File: src/hdl/assert_macros.svh
// assertion helpers used by the angle pid rtl
`ifndef ASSERT_MACROS_SVH
`define ASSERT_MACROS_SVH

// same-cycle implication, disabled while reset is active
`define ASSERT_IMP(lbl, clk, rstn, ante, cons) \
  lbl: assert property (@(posedge clk) disable iff (!rstn) (ante) |-> (cons)) \
    else $error("assertion failed: same-cycle implication");

// next-cycle implication, disabled while reset is active
`define ASSERT_NXT(lbl, clk, rstn, ante, cons) \
  lbl: assert property (@(posedge clk) disable iff (!rstn) (ante) |=> (cons)) \
    else $error("assertion failed: next-cycle implication");

`endif

File: src/hdl/apid_pkg.sv
`default_nettype none
// ----------------------------------------------------------------------------
// apid_pkg
// Shared widths, constants, codes and helper functions of the angle pid.
// ----------------------------------------------------------------------------
package apid_pkg;

  // fixed point format
  localparam int FracBits = 16;
  localparam int DataW    = 32;
  // raw error with wrap offsets, wide enough at this fraction width
  localparam int ErrW     = 35;
  // product after the fraction shift
  localparam int TermW    = 2 * DataW - FracBits;
  // sum of three terms
  localparam int SumW     = TermW + 2;
  // integral accumulator on the separated path
  localparam int IntW     = DataW + 2;
  // separation test operands
  localparam int SepW     = 38;
  localparam int CfgIdxW  = 3;

  localparam logic signed [ErrW-1:0] HalfTurn = ErrW'(180) <<< FracBits;
  localparam logic signed [ErrW-1:0] FullTurn = ErrW'(360) <<< FracBits;
  localparam logic signed [IntW-1:0] IntLimit = IntW'(50) <<< FracBits;

  localparam logic signed [63:0] Max32 = 64'sh0000_0000_7FFF_FFFF;
  localparam logic signed [63:0] Min32 = 64'shFFFF_FFFF_8000_0000;

  // configuration register indexes
  typedef enum logic [CfgIdxW-1:0] {
    CfgKp     = 3'd0,
    CfgKi     = 3'd1,
    CfgKd     = 3'd2,
    CfgKiRecp = 3'd3,
    CfgMin    = 3'd4,
    CfgMax    = 3'd5,
    CfgSepLim = 3'd6
  } cfg_idx_e;

  // multiplier operand pair
  typedef enum logic [1:0] {
    MulKp   = 2'd0,
    MulKi   = 2'd1,
    MulKd   = 2'd2,
    MulBack = 2'd3
  } mul_sel_e;

  // step strobes from the sequencer to the datapath
  typedef struct packed {
    logic     ld_err;
    logic     ld_diff;
    logic     ld_integ;
    logic     ld_pterm;
    logic     ld_psum;
    logic     ld_sum;
    logic     ld_clamp;
    logic     ld_num;
    logic     ld_back;
    logic     fin;
    logic     mul_en;
    mul_sel_e mul_sel;
  } ctl_t;

  // saturate to the 32-bit signed range
  function automatic logic signed [DataW-1:0] sat32(input logic signed [63:0] v);
    logic signed [DataW-1:0] r;
    if (v > Max32) begin
      r = Max32[DataW-1:0];
    end else if (v < Min32) begin
      r = Min32[DataW-1:0];
    end else begin
      r = v[DataW-1:0];
    end
    return r;
  endfunction

  // drop the fraction bits, floor rounding
  function automatic logic signed [TermW-1:0] frac_shift(input logic signed [63:0] p);
    return $signed(p[63:FracBits]);
  endfunction

endpackage
`default_nettype wire

File: src/hdl/apid_if.sv
`default_nettype none
// ----------------------------------------------------------------------------
// apid_if
// Valid/ready channels carrying one sample in and one controller result out.
// ----------------------------------------------------------------------------

// sample channel
interface apid_in_if import apid_pkg::*; ();
  logic                    valid;
  logic                    ready;
  logic signed [DataW-1:0] target_angle;
  logic signed [DataW-1:0] measured_angle;
  logic                    clear_state;

  modport source (output valid, target_angle, measured_angle, clear_state, input ready);
  modport sink   (input valid, target_angle, measured_angle, clear_state, output ready);
endinterface

// result channel
interface apid_out_if import apid_pkg::*; ();
  logic                    valid;
  logic                    ready;
  logic signed [DataW-1:0] drive;
  logic                    clamped;

  modport source (output valid, drive, clamped, input ready);
  modport sink   (input valid, drive, clamped, output ready);
endinterface
`default_nettype wire

File: src/hdl/apid_mul.sv
`default_nettype none
// ----------------------------------------------------------------------------
// apid_mul
// Shared 32x32 signed multiplier with a registered product.
// ----------------------------------------------------------------------------
module apid_mul import apid_pkg::*; (
  input  wire logic                    clk_i,
  input  wire logic                    en_i,
  input  wire logic signed [DataW-1:0] a_i,
  input  wire logic signed [DataW-1:0] b_i,
  output logic signed [63:0]           prod_o
);

  logic signed [63:0] prod_q;
  logic signed [63:0] prod_d;

  // full-precision product
  assign prod_d = 64'(a_i) * 64'(b_i);

  // product register, loaded on request
  always_ff @(posedge clk_i) begin
    if (en_i) begin
      prod_q <= prod_d;
    end
  end

  assign prod_o = prod_q;

endmodule
`default_nettype wire

File: src/hdl/apid_seq.sv
`default_nettype none
// ----------------------------------------------------------------------------
// apid_seq
// Step sequencer: walks one sample through error, difference, integral, the three
// multiplies, sum, output clamp and the optional back-calculation; a clear skips to the end.
// ----------------------------------------------------------------------------
module apid_seq import apid_pkg::*; (
  input  wire logic clk_i,
  input  wire logic rst_ni,
  input  wire logic start_i,
  input  wire logic clear_i,
  input  wire logic backcalc_i,
  input  wire logic out_free_i,
  output logic      ready_o,
  output ctl_t      ctl_o
);

  typedef enum logic [11:0] {
    StIdle  = 12'b0000_0000_0001,
    StErr   = 12'b0000_0000_0010,
    StDiff  = 12'b0000_0000_0100,
    StMulP  = 12'b0000_0000_1000,
    StMulI  = 12'b0000_0001_0000,
    StMulD  = 12'b0000_0010_0000,
    StSum   = 12'b0000_0100_0000,
    StClamp = 12'b0000_1000_0000,
    StNum   = 12'b0001_0000_0000,
    StBMul  = 12'b0010_0000_0000,
    StBack  = 12'b0100_0000_0000,
    StFin   = 12'b1000_0000_0000
  } state_e;

  state_e state_q, state_d;

  // next state and step strobes
  always_comb begin
    state_d = state_q;
    ctl_o   = '0;
    ctl_o.mul_sel = MulKp;
    case (state_q)
      StIdle: begin
        if (start_i) begin
          state_d = clear_i ? StFin : StErr;
        end
      end
      StErr: begin
        ctl_o.ld_err = 1'b1;
        state_d = StDiff;
      end
      StDiff: begin
        ctl_o.ld_diff = 1'b1;
        state_d = StMulP;
      end
      StMulP: begin
        ctl_o.ld_integ = 1'b1;
        ctl_o.mul_en   = 1'b1;
        ctl_o.mul_sel  = MulKp;
        state_d = StMulI;
      end
      StMulI: begin
        ctl_o.ld_pterm = 1'b1;
        ctl_o.mul_en   = 1'b1;
        ctl_o.mul_sel  = MulKi;
        state_d = StMulD;
      end
      StMulD: begin
        ctl_o.ld_psum = 1'b1;
        ctl_o.mul_en  = 1'b1;
        ctl_o.mul_sel = MulKd;
        state_d = StSum;
      end
      StSum: begin
        ctl_o.ld_sum = 1'b1;
        state_d = StClamp;
      end
      StClamp: begin
        ctl_o.ld_clamp = 1'b1;
        state_d = backcalc_i ? StNum : StFin;
      end
      StNum: begin
        ctl_o.ld_num = 1'b1;
        state_d = StBMul;
      end
      StBMul: begin
        ctl_o.mul_en  = 1'b1;
        ctl_o.mul_sel = MulBack;
        state_d = StBack;
      end
      StBack: begin
        ctl_o.ld_back = 1'b1;
        state_d = StFin;
      end
      StFin: begin
        ctl_o.fin = 1'b1;
        if (out_free_i) begin
          state_d = StIdle;
        end
      end
      default: begin
        state_d = StIdle;
      end
    endcase
  end

  // state register
  always_ff @(posedge clk_i or negedge rst_ni) begin
    if (!rst_ni) begin
      state_q <= StIdle;
    end else begin
      state_q <= state_d;
    end
  end

  assign ready_o = (state_q == StIdle);

endmodule
`default_nettype wire

File: src/hdl/angle_pid_with_anti_windup.sv
// sequencing: a new sample is taken only while the sequencer is idle, one at a time;
//   a clear request skips from idle straight to the result step
// multiplier: a single shared one takes the p, i, d and back-calc products in turn
// reset: asynchronous active low; gains, limits, integral and last error go to zero,
//   the sequencer returns to idle and the result register empties
`default_nettype none
// ----------------------------------------------------------------------------
// angle_pid_with_anti_windup
// Angle pid step in signed fixed point with error wrap, integral separation,
// output clamp and integral back-calculation on a shared multiplier.
// ----------------------------------------------------------------------------
module angle_pid_with_anti_windup import apid_pkg::*; (
  input  wire logic                 clk_i,
  input  wire logic                 rst_ni,
  input  wire logic                 cfg_we_i,
  input  wire logic [CfgIdxW-1:0]   cfg_idx_i,
  input  wire logic [DataW-1:0]     cfg_data_i,
  apid_in_if.sink                   in_i,
  apid_out_if.source                out_o
);

  // configuration registers
  logic signed [DataW-1:0] kp_q, ki_q, kd_q, kir_q, dmin_q, dmax_q, sep_q;

  // sample and working registers
  logic signed [DataW-1:0] tgt_q, meas_q;
  logic                    clr_q;
  logic signed [DataW-1:0] err_q, err_d;
  logic signed [DataW:0]   diff_q;
  logic signed [DataW-1:0] deriv_q;
  logic signed [DataW-1:0] integ_q, integ_d;
  logic signed [DataW-1:0] prev_q;
  logic signed [TermW-1:0] pterm_q;
  logic signed [SumW-1:0]  sum_q;
  logic signed [SumW-1:0]  pd_q;
  logic signed [DataW-1:0] drive_q, drive_d;
  logic                    clamped_q, clamped_d;
  logic signed [DataW-1:0] num_q;

  // result register
  logic                    out_valid_q;
  logic signed [DataW-1:0] out_drive_q;
  logic                    out_clamped_q;

  ctl_t                    ctl;
  logic                    in_fire;
  logic                    out_free;
  logic                    backcalc;
  logic signed [DataW-1:0] mul_a, mul_b;
  logic signed [63:0]      prod;
  logic signed [TermW-1:0] term;

  // error and separation intermediates
  logic signed [ErrW-1:0]  err_raw, err_wrap;
  logic signed [DataW:0]   abs_e;
  logic signed [DataW+1:0] diff_x, abs_d;
  logic signed [SepW-1:0]  ten_d, three_l;
  logic                    sep_ok;
  logic signed [IntW-1:0]  int_acc;

  assign in_fire  = in_i.valid && in_i.ready;
  assign out_free = !out_valid_q || out_o.ready;
  assign term     = frac_shift(prod);

  // configuration writes
  always_ff @(posedge clk_i or negedge rst_ni) begin
    if (!rst_ni) begin
      kp_q   <= '0;
      ki_q   <= '0;
      kd_q   <= '0;
      kir_q  <= '0;
      dmin_q <= '0;
      dmax_q <= '0;
      sep_q  <= '0;
    end else if (cfg_we_i) begin
      case (cfg_idx_e'(cfg_idx_i))
        CfgKp:     kp_q   <= $signed(cfg_data_i);
        CfgKi:     ki_q   <= $signed(cfg_data_i);
        CfgKd:     kd_q   <= $signed(cfg_data_i);
        CfgKiRecp: kir_q  <= $signed(cfg_data_i);
        CfgMin:    dmin_q <= $signed(cfg_data_i);
        CfgMax:    dmax_q <= $signed(cfg_data_i);
        CfgSepLim: sep_q  <= $signed(cfg_data_i);
        default: ;
      endcase
    end
  end

  // sequencer
  apid_seq u_seq (
    .clk_i      (clk_i),
    .rst_ni     (rst_ni),
    .start_i    (in_fire),
    .clear_i    (in_i.clear_state),
    .backcalc_i (backcalc),
    .out_free_i (out_free),
    .ready_o    (in_i.ready),
    .ctl_o      (ctl)
  );

  // multiplier operand select
  always_comb begin
    case (ctl.mul_sel)
      MulKp: begin
        mul_a = kp_q;
        mul_b = err_q;
      end
      MulKi: begin
        mul_a = ki_q;
        mul_b = integ_q;
      end
      MulKd: begin
        mul_a = kd_q;
        mul_b = deriv_q;
      end
      MulBack: begin
        mul_a = num_q;
        mul_b = kir_q;
      end
      default: begin
        mul_a = kp_q;
        mul_b = err_q;
      end
    endcase
  end

  apid_mul u_mul (
    .clk_i  (clk_i),
    .en_i   (ctl.mul_en),
    .a_i    (mul_a),
    .b_i    (mul_b),
    .prod_o (prod)
  );

  // angle error, wrapped once into a half turn and saturated
  always_comb begin
    err_raw = ErrW'(tgt_q) - ErrW'(meas_q);
    if (err_raw > HalfTurn) begin
      err_wrap = err_raw - FullTurn;
    end else if (err_raw < -HalfTurn) begin
      err_wrap = err_raw + FullTurn;
    end else begin
      err_wrap = err_raw;
    end
    err_d = sat32(64'(err_wrap));
  end

  // separation test and integral update
  always_comb begin
    abs_e   = (err_q < 0) ? -(DataW+1)'(err_q) : (DataW+1)'(err_q);
    diff_x  = (DataW+2)'(diff_q);
    abs_d   = (diff_x < 0) ? -diff_x : diff_x;
    ten_d   = (SepW'(abs_d) <<< 3) + (SepW'(abs_d) <<< 1);
    three_l = (SepW'(sep_q) <<< 1) + SepW'(sep_q);
    sep_ok  = (abs_e < (DataW+1)'(sep_q)) && (ten_d < three_l);
    int_acc = IntW'(integ_q) + (sep_ok ? IntW'(err_q) : IntW'(0));
    if (sep_q > 0) begin
      if (int_acc > IntLimit) begin
        integ_d = DataW'(IntLimit);
      end else if (int_acc < -IntLimit) begin
        integ_d = DataW'(-IntLimit);
      end else begin
        integ_d = DataW'(int_acc);
      end
    end else begin
      integ_d = sat32(64'(integ_q) + 64'(err_q));
    end
  end

  // output clamp, upper limit checked first, and back-calc decision
  always_comb begin
    if (64'(sum_q) > 64'(dmax_q)) begin
      drive_d   = dmax_q;
      clamped_d = 1'b1;
    end else if (64'(sum_q) < 64'(dmin_q)) begin
      drive_d   = dmin_q;
      clamped_d = 1'b1;
    end else begin
      drive_d   = DataW'(sum_q);
      clamped_d = 1'b0;
    end
    backcalc = clamped_d && (ki_q != 0) &&
               (((err_q > 0) && (drive_d > 0)) || ((err_q < 0) && (drive_d < 0)));
  end

  // sample capture and working registers
  always_ff @(posedge clk_i) begin
    if (in_fire) begin
      tgt_q  <= in_i.target_angle;
      meas_q <= in_i.measured_angle;
      clr_q  <= in_i.clear_state;
    end
    if (ctl.ld_err) begin
      err_q <= err_d;
    end
    if (ctl.ld_diff) begin
      diff_q <= (DataW+1)'(err_q) - (DataW+1)'(prev_q);
    end
    if (ctl.ld_integ) begin
      deriv_q <= sat32(64'(diff_q));
    end
    if (ctl.ld_pterm) begin
      pterm_q <= term;
    end
    if (ctl.ld_psum) begin
      sum_q <= SumW'(pterm_q) + SumW'(term);
    end
    if (ctl.ld_sum) begin
      sum_q <= sum_q + SumW'(term);
      pd_q  <= SumW'(pterm_q) + SumW'(term);
    end
    if (ctl.ld_clamp) begin
      drive_q   <= drive_d;
      clamped_q <= clamped_d;
    end
    if (ctl.ld_num) begin
      num_q <= sat32(64'(drive_q) - 64'(pd_q));
    end
  end

  // controller state: integral and last error
  always_ff @(posedge clk_i or negedge rst_ni) begin
    if (!rst_ni) begin
      integ_q <= '0;
      prev_q  <= '0;
    end else if (ctl.fin && clr_q) begin
      integ_q <= '0;
      prev_q  <= '0;
    end else begin
      if (ctl.ld_integ) begin
        integ_q <= integ_d;
      end else if (ctl.ld_back) begin
        integ_q <= sat32(64'(term));
      end
      if (ctl.ld_sum) begin
        prev_q <= err_q;
      end
    end
  end

  // result register, freed by an output transfer
  always_ff @(posedge clk_i or negedge rst_ni) begin
    if (!rst_ni) begin
      out_valid_q <= 1'b0;
    end else if (ctl.fin && out_free) begin
      out_valid_q <= 1'b1;
    end else if (out_o.ready) begin
      out_valid_q <= 1'b0;
    end
  end

  always_ff @(posedge clk_i) begin
    if (ctl.fin && out_free) begin
      out_drive_q   <= clr_q ? '0 : drive_q;
      out_clamped_q <= clr_q ? 1'b0 : clamped_q;
    end
  end

  assign out_o.valid   = out_valid_q;
  assign out_o.drive   = out_drive_q;
  assign out_o.clamped = out_clamped_q;

  // checks
  `include "assert_macros.svh"

  `ASSERT_NXT(a_busy_after_take, clk_i, rst_ni, in_fire, !in_i.ready)
  `ASSERT_IMP(a_clamp_at_limit, clk_i, rst_ni, out_o.valid && out_o.clamped,
              (out_o.drive == dmax_q) || (out_o.drive == dmin_q))
  `ASSERT_IMP(a_backcalc_cause, clk_i, rst_ni, ctl.ld_num, clamped_q && (ki_q != 0))

endmodule
`default_nettype wire
File: src/flat_wrapper.sv
// flat-port wrapper written by rule: the top's interface ports become plain ports
module angle_pid_with_anti_windup_flat import apid_pkg::*;
  (clk_i, rst_ni, cfg_we_i, cfg_idx_i, cfg_data_i, in_i_valid, in_i_target_angle, in_i_measured_angle, in_i_clear_state, in_i_ready, out_o_valid, out_o_drive, out_o_clamped, out_o_ready);
  apid_in_if in_i_i ();
  apid_out_if out_o_i ();
  input  wire logic clk_i;
  input  wire logic rst_ni;
  input  wire logic cfg_we_i;
  input  wire logic [CfgIdxW-1:0] cfg_idx_i;
  input  wire logic [DataW-1:0] cfg_data_i;
  input wire logic [$bits(in_i_i.valid)-1:0] in_i_valid;
  input wire logic [$bits(in_i_i.target_angle)-1:0] in_i_target_angle;
  input wire logic [$bits(in_i_i.measured_angle)-1:0] in_i_measured_angle;
  input wire logic [$bits(in_i_i.clear_state)-1:0] in_i_clear_state;
  output wire logic [$bits(in_i_i.ready)-1:0] in_i_ready;
  output wire logic [$bits(out_o_i.valid)-1:0] out_o_valid;
  output wire logic [$bits(out_o_i.drive)-1:0] out_o_drive;
  output wire logic [$bits(out_o_i.clamped)-1:0] out_o_clamped;
  input wire logic [$bits(out_o_i.ready)-1:0] out_o_ready;
  assign in_i_i.valid = in_i_valid;
  assign in_i_i.target_angle = in_i_target_angle;
  assign in_i_i.measured_angle = in_i_measured_angle;
  assign in_i_i.clear_state = in_i_clear_state;
  assign in_i_ready = in_i_i.ready;
  assign out_o_valid = out_o_i.valid;
  assign out_o_drive = out_o_i.drive;
  assign out_o_clamped = out_o_i.clamped;
  assign out_o_i.ready = out_o_ready;
  angle_pid_with_anti_windup u_core (.clk_i(clk_i), .rst_ni(rst_ni), .cfg_we_i(cfg_we_i), .cfg_idx_i(cfg_idx_i), .cfg_data_i(cfg_data_i), .in_i(in_i_i), .out_o(out_o_i));
endmodule
File: config.mk
export PLATFORM = sky130hd
export DESIGN_NAME = angle_pid_with_anti_windup_flat
export DESIGN_NICKNAME = d
export VERILOG_FILES = /design/src/hdl/apid_pkg.sv /design/src/hdl/apid_if.sv /design/src/hdl/apid_mul.sv /design/src/hdl/apid_seq.sv /design/src/hdl/angle_pid_with_anti_windup.sv /design/src/flat_wrapper.sv
export VERILOG_INCLUDE_DIRS = /design/src /design/src/hdl
export SDC_FILE = /design/constraint.sdc
export NUM_CORES = 2
export LEC_CHECK = 0
export BUFFER_PORTS_ARGS = -buffer_cell sky130_fd_sc_hd__buf_2
export CAP_MARGIN = 20
export CORE_ASPECT_RATIO = 1.5
export CORE_MARGIN = 10
export CORE_UTILIZATION = 54
export DETAILED_ROUTE_END_ITERATION = 12
export HOLD_SLACK_MARGIN = 0.03
export PLACE_DENSITY_LB_ADDON = 0.15
export SYNTH_ARGS = -nofsm -noshare
export SYNTH_HDL_FRONTEND = slang
export SYNTH_SLANG_ARGS = --single-unit
File: constraint.sdc
create_clock -name clk_i -period 11.3 [get_ports clk_i]
set_input_delay 1.695 -clock clk_i [delete_from_list [all_inputs] [get_ports clk_i]]
set_output_delay 1.695 -clock clk_i [all_outputs]
set_load 0.1 [all_outputs]
==> out/qor.yml <==
outcome: "completed"
synth-seq-cells: 756
ys.flop_type: "edfxtp_1"
overflow: 0
cts_buffer_depth: 3
drt_wl_total_um: 314000
clk_pin_slew_worst_paths_ns: 0.07
cts.sinks: 756
hold_viol_final: 0
hpwl_um: 251000
gp_congestion: 1.04
die_h_um: 515
drive_gt1_frac: 0.102
avgRoutedWirePerCell_um: 26.6
drtIter0Drc: 6169
avgSynthCellArea_um2: 9.40
areaGrowthSynthToFinish_pct: 9.49
cp_max_fo: 23
num_vias: 72094
cts_buffers: 81
path_common_cell: "fa_1"
die_x_um: 350
finalClockSkew_ns: 0.0506
drv_slew: 0
synth_edf_count: 455
path_class: "flop to flop"
post-route-min-period_ns: 10.94
final_nets: 11508
hp-class: "flop to flop"
io_pins: 140
core_um2: 162000
drtPass1Iterations: 10
relSlewSlack: 0.207
drc: 0
htreeDepth: 3
insertion_delay_ns: 0.77
cp.required_ns: 11.77
dieArea_um2: 180000
end_kind: "flop"
fp-row-count: 181
antenna_found_initial: 26
ys_warn_count: 0
portBuffers: 139
maxCapViolations: 0
postCtsHoldBufs: 0
grt_pass1_wl_um: 471000
ys_async_sr_fraction: 0.398
grt_max_degree: 133
fmax_mhz: 91.4
root_buffer: "clkbuf_16"
worstPathArrival_ns: 11.41
finalSetupViolations: 0
hold_ws_ns: 0.508
synthCells: 9381
max_stage_delay_ns: 0.67
synth_cell_types: 113
grt_use_total: 0.351
cts_tree: "yes"
initial_core_util: 0.543
grt_pass1_vias: 75147
startpoint_type: "flop"
cp_slowest_cell: "or4_1"
fin_crit_sh: 0.968
vias_per_cell: 6.11
synth-seq-area-share: 0.240
synth.cell_area_um2: 88200
tightest_slew_ns: 1.18
ant_nets: 0
final timing paths:
| check | startpoint | to | slack [ns] | cells past startpoint |
|---|---|---|---|---|
| max in group asynchronous | rst_ni | u_core.dmin_q[18] | 8.86 | 2 |
| max reg2reg | u_core.u_seq.state_q[11] | u_core.u_mul.prod_o[40] | 0.36 | 38 |
| min reg2reg | u_core.kd_q[11] | u_core.kd_q[11] | 0.51 | 1 |
| max | u_core.u_seq.state_q[11] | u_core.u_mul.prod_o[40] | 0.36 | 38 |
| min in group asynchronous | rst_ni | u_core.prev_q[21] | 0.99 | 1 |
| min | u_core.kd_q[11] | u_core.kd_q[11] | 0.51 | 1 |
worst max-delay path: cells and delay by family, from the launching register on:
kind | cells | cell delay [ns]
AOI/OAI and AO/OA | 14 | 2.56
adders and majority gates | 9 | 4.55
DFF | 1 | 0.42
buffers and inverters | 9 | 1.29
and+or+nand+nor | 5 | 1.75
xor gates and xnor gates | 1 | 0.08
placed cells by master (no fill, tap or decap), types with 300 or more instances in the layout:
cell type / count
inv_1: 1446
edfxtp_1: 455
nand2_1: 1253
o21ai_0: 412
fa_1: 1088
dfrtp_1: 300
buf_4: 363
nor2_1: 459
a21oi_1: 456
ha_1: 701
sequential cells by signal, summed over array words and instances, names as in the netlist, 33 cells and up:
signal / cells
u_core.diff_q: 33
u_core.pd_q: 49
u_core.pterm_q: 48
u_core.sum_q: 50
u_core.u_mul.prod_o: 48
cell type report:
type,count,area (um2)
Multi-Input combinational cell,6802,60600
Sequential cell,756,21200
Tap cell,2104,2630
Clock inverter,54,810
Antenna cell,15,37.5
Inverter,1451,5450
Fill cell,14287,65800
Timing Repair Buffer,520,3760
Clock buffer,97,2160
what timing repair did:
item / in CTS / in global routing
gates resized for setup: 0 / 16
setup buffers: 0 / 18
setup endpoints to repair: 0 / 36
endpoints found under the hold margin: 0 / 0
per-layer routing:
metal	vias to the layer above	part of all wire	routed length, um	global-route usage
met5	-	0.00032	100	0
met4	14	0.099	31200	0.284
met3	1161	0.082	25800	0.0701
met2	3310	0.47	146000	0.567
met1	36056	0.35	111000	0.403
li1	31553	-	-	-
cell families (layout without fill, tap and decap cells):
logic type	after synthesis	after routing	share of synthesized area
DFF	756	756	0.240
xor gates and xnor gates	426	426	0.0423
AOI/OAI and AO/OA	1784	1784	0.129
other	1	19	0.0000425
adders and majority gates	1794	1794	0.347
buffers and inverters	1826	2122	0.0780
muxes	244	244	0.0305
and+or+nand+nor	2550	2550	0.132
synthesized netlist by cell type (13+ instances only):
library cell,n,area [um2]
nand3_1,113,566
ha_1,701,8770
and4_1,14,123
mux2i_1,42,420
fa_1,1090,21800
nor4_1,53,332
mux2_2,202,2270
nand4_1,101,632
or2_2,14,87.6
a22oi_1,67,503
dfrtp_1,300,7510
clkbuf_1,348,1310
nand2_1,1255,4710
o21ai_1,38,190
nor3b_1,16,120
nor2b_1,115,719
a21oi_1,460,2300
o41ai_1,13,114
inv_1,1448,5440
xnor2_1,288,2520
a222oi_1,16,160
a31oi_1,48,300
or3_1,23,144
xor2_1,138,1210
a211o_1,22,193
a211oi_1,33,248
edfxtp_1,455,13700
nor2_1,463,1740
nand2b_1,95,594
a221oi_1,14,123
and2_1,110,688
a21o_1,248,1860
buf_1,16,60.1
a21boi_0,15,113
o21bai_1,55,413
or4_1,16,120
o31ai_1,30,225
o21ai_0,422,2110
and3_1,34,213
o21a_1,129,968
nor3_1,74,370
o211ai_1,25,188
through the flow:
| stage | setup WS (ns) | setup TNS, ns | instance area [um2] | std cells | util |
|---|---|---|---|---|---|
| finish | 0.356 | 0 | 96600 | 11799 | 0.595 |
| global route | -0.000282 | -0.000282 | 96600 | 11788 | 0.595 |
| CTS | 0.391 | 0 | 96300 | 11762 | 0.593 |
| detailed placement | 0.380 | 0 | 93300 | 11611 | 0.575 |
| global placement | 0.487 | 0 | 93300 | 11608 | 0.575 |
| floorplan | 0.0978 | 0 | 88200 | 9384 | - |
Power is not shown: default switching activity piles up to over one toggle a cycle in this logic, so the estimate is an artifact.
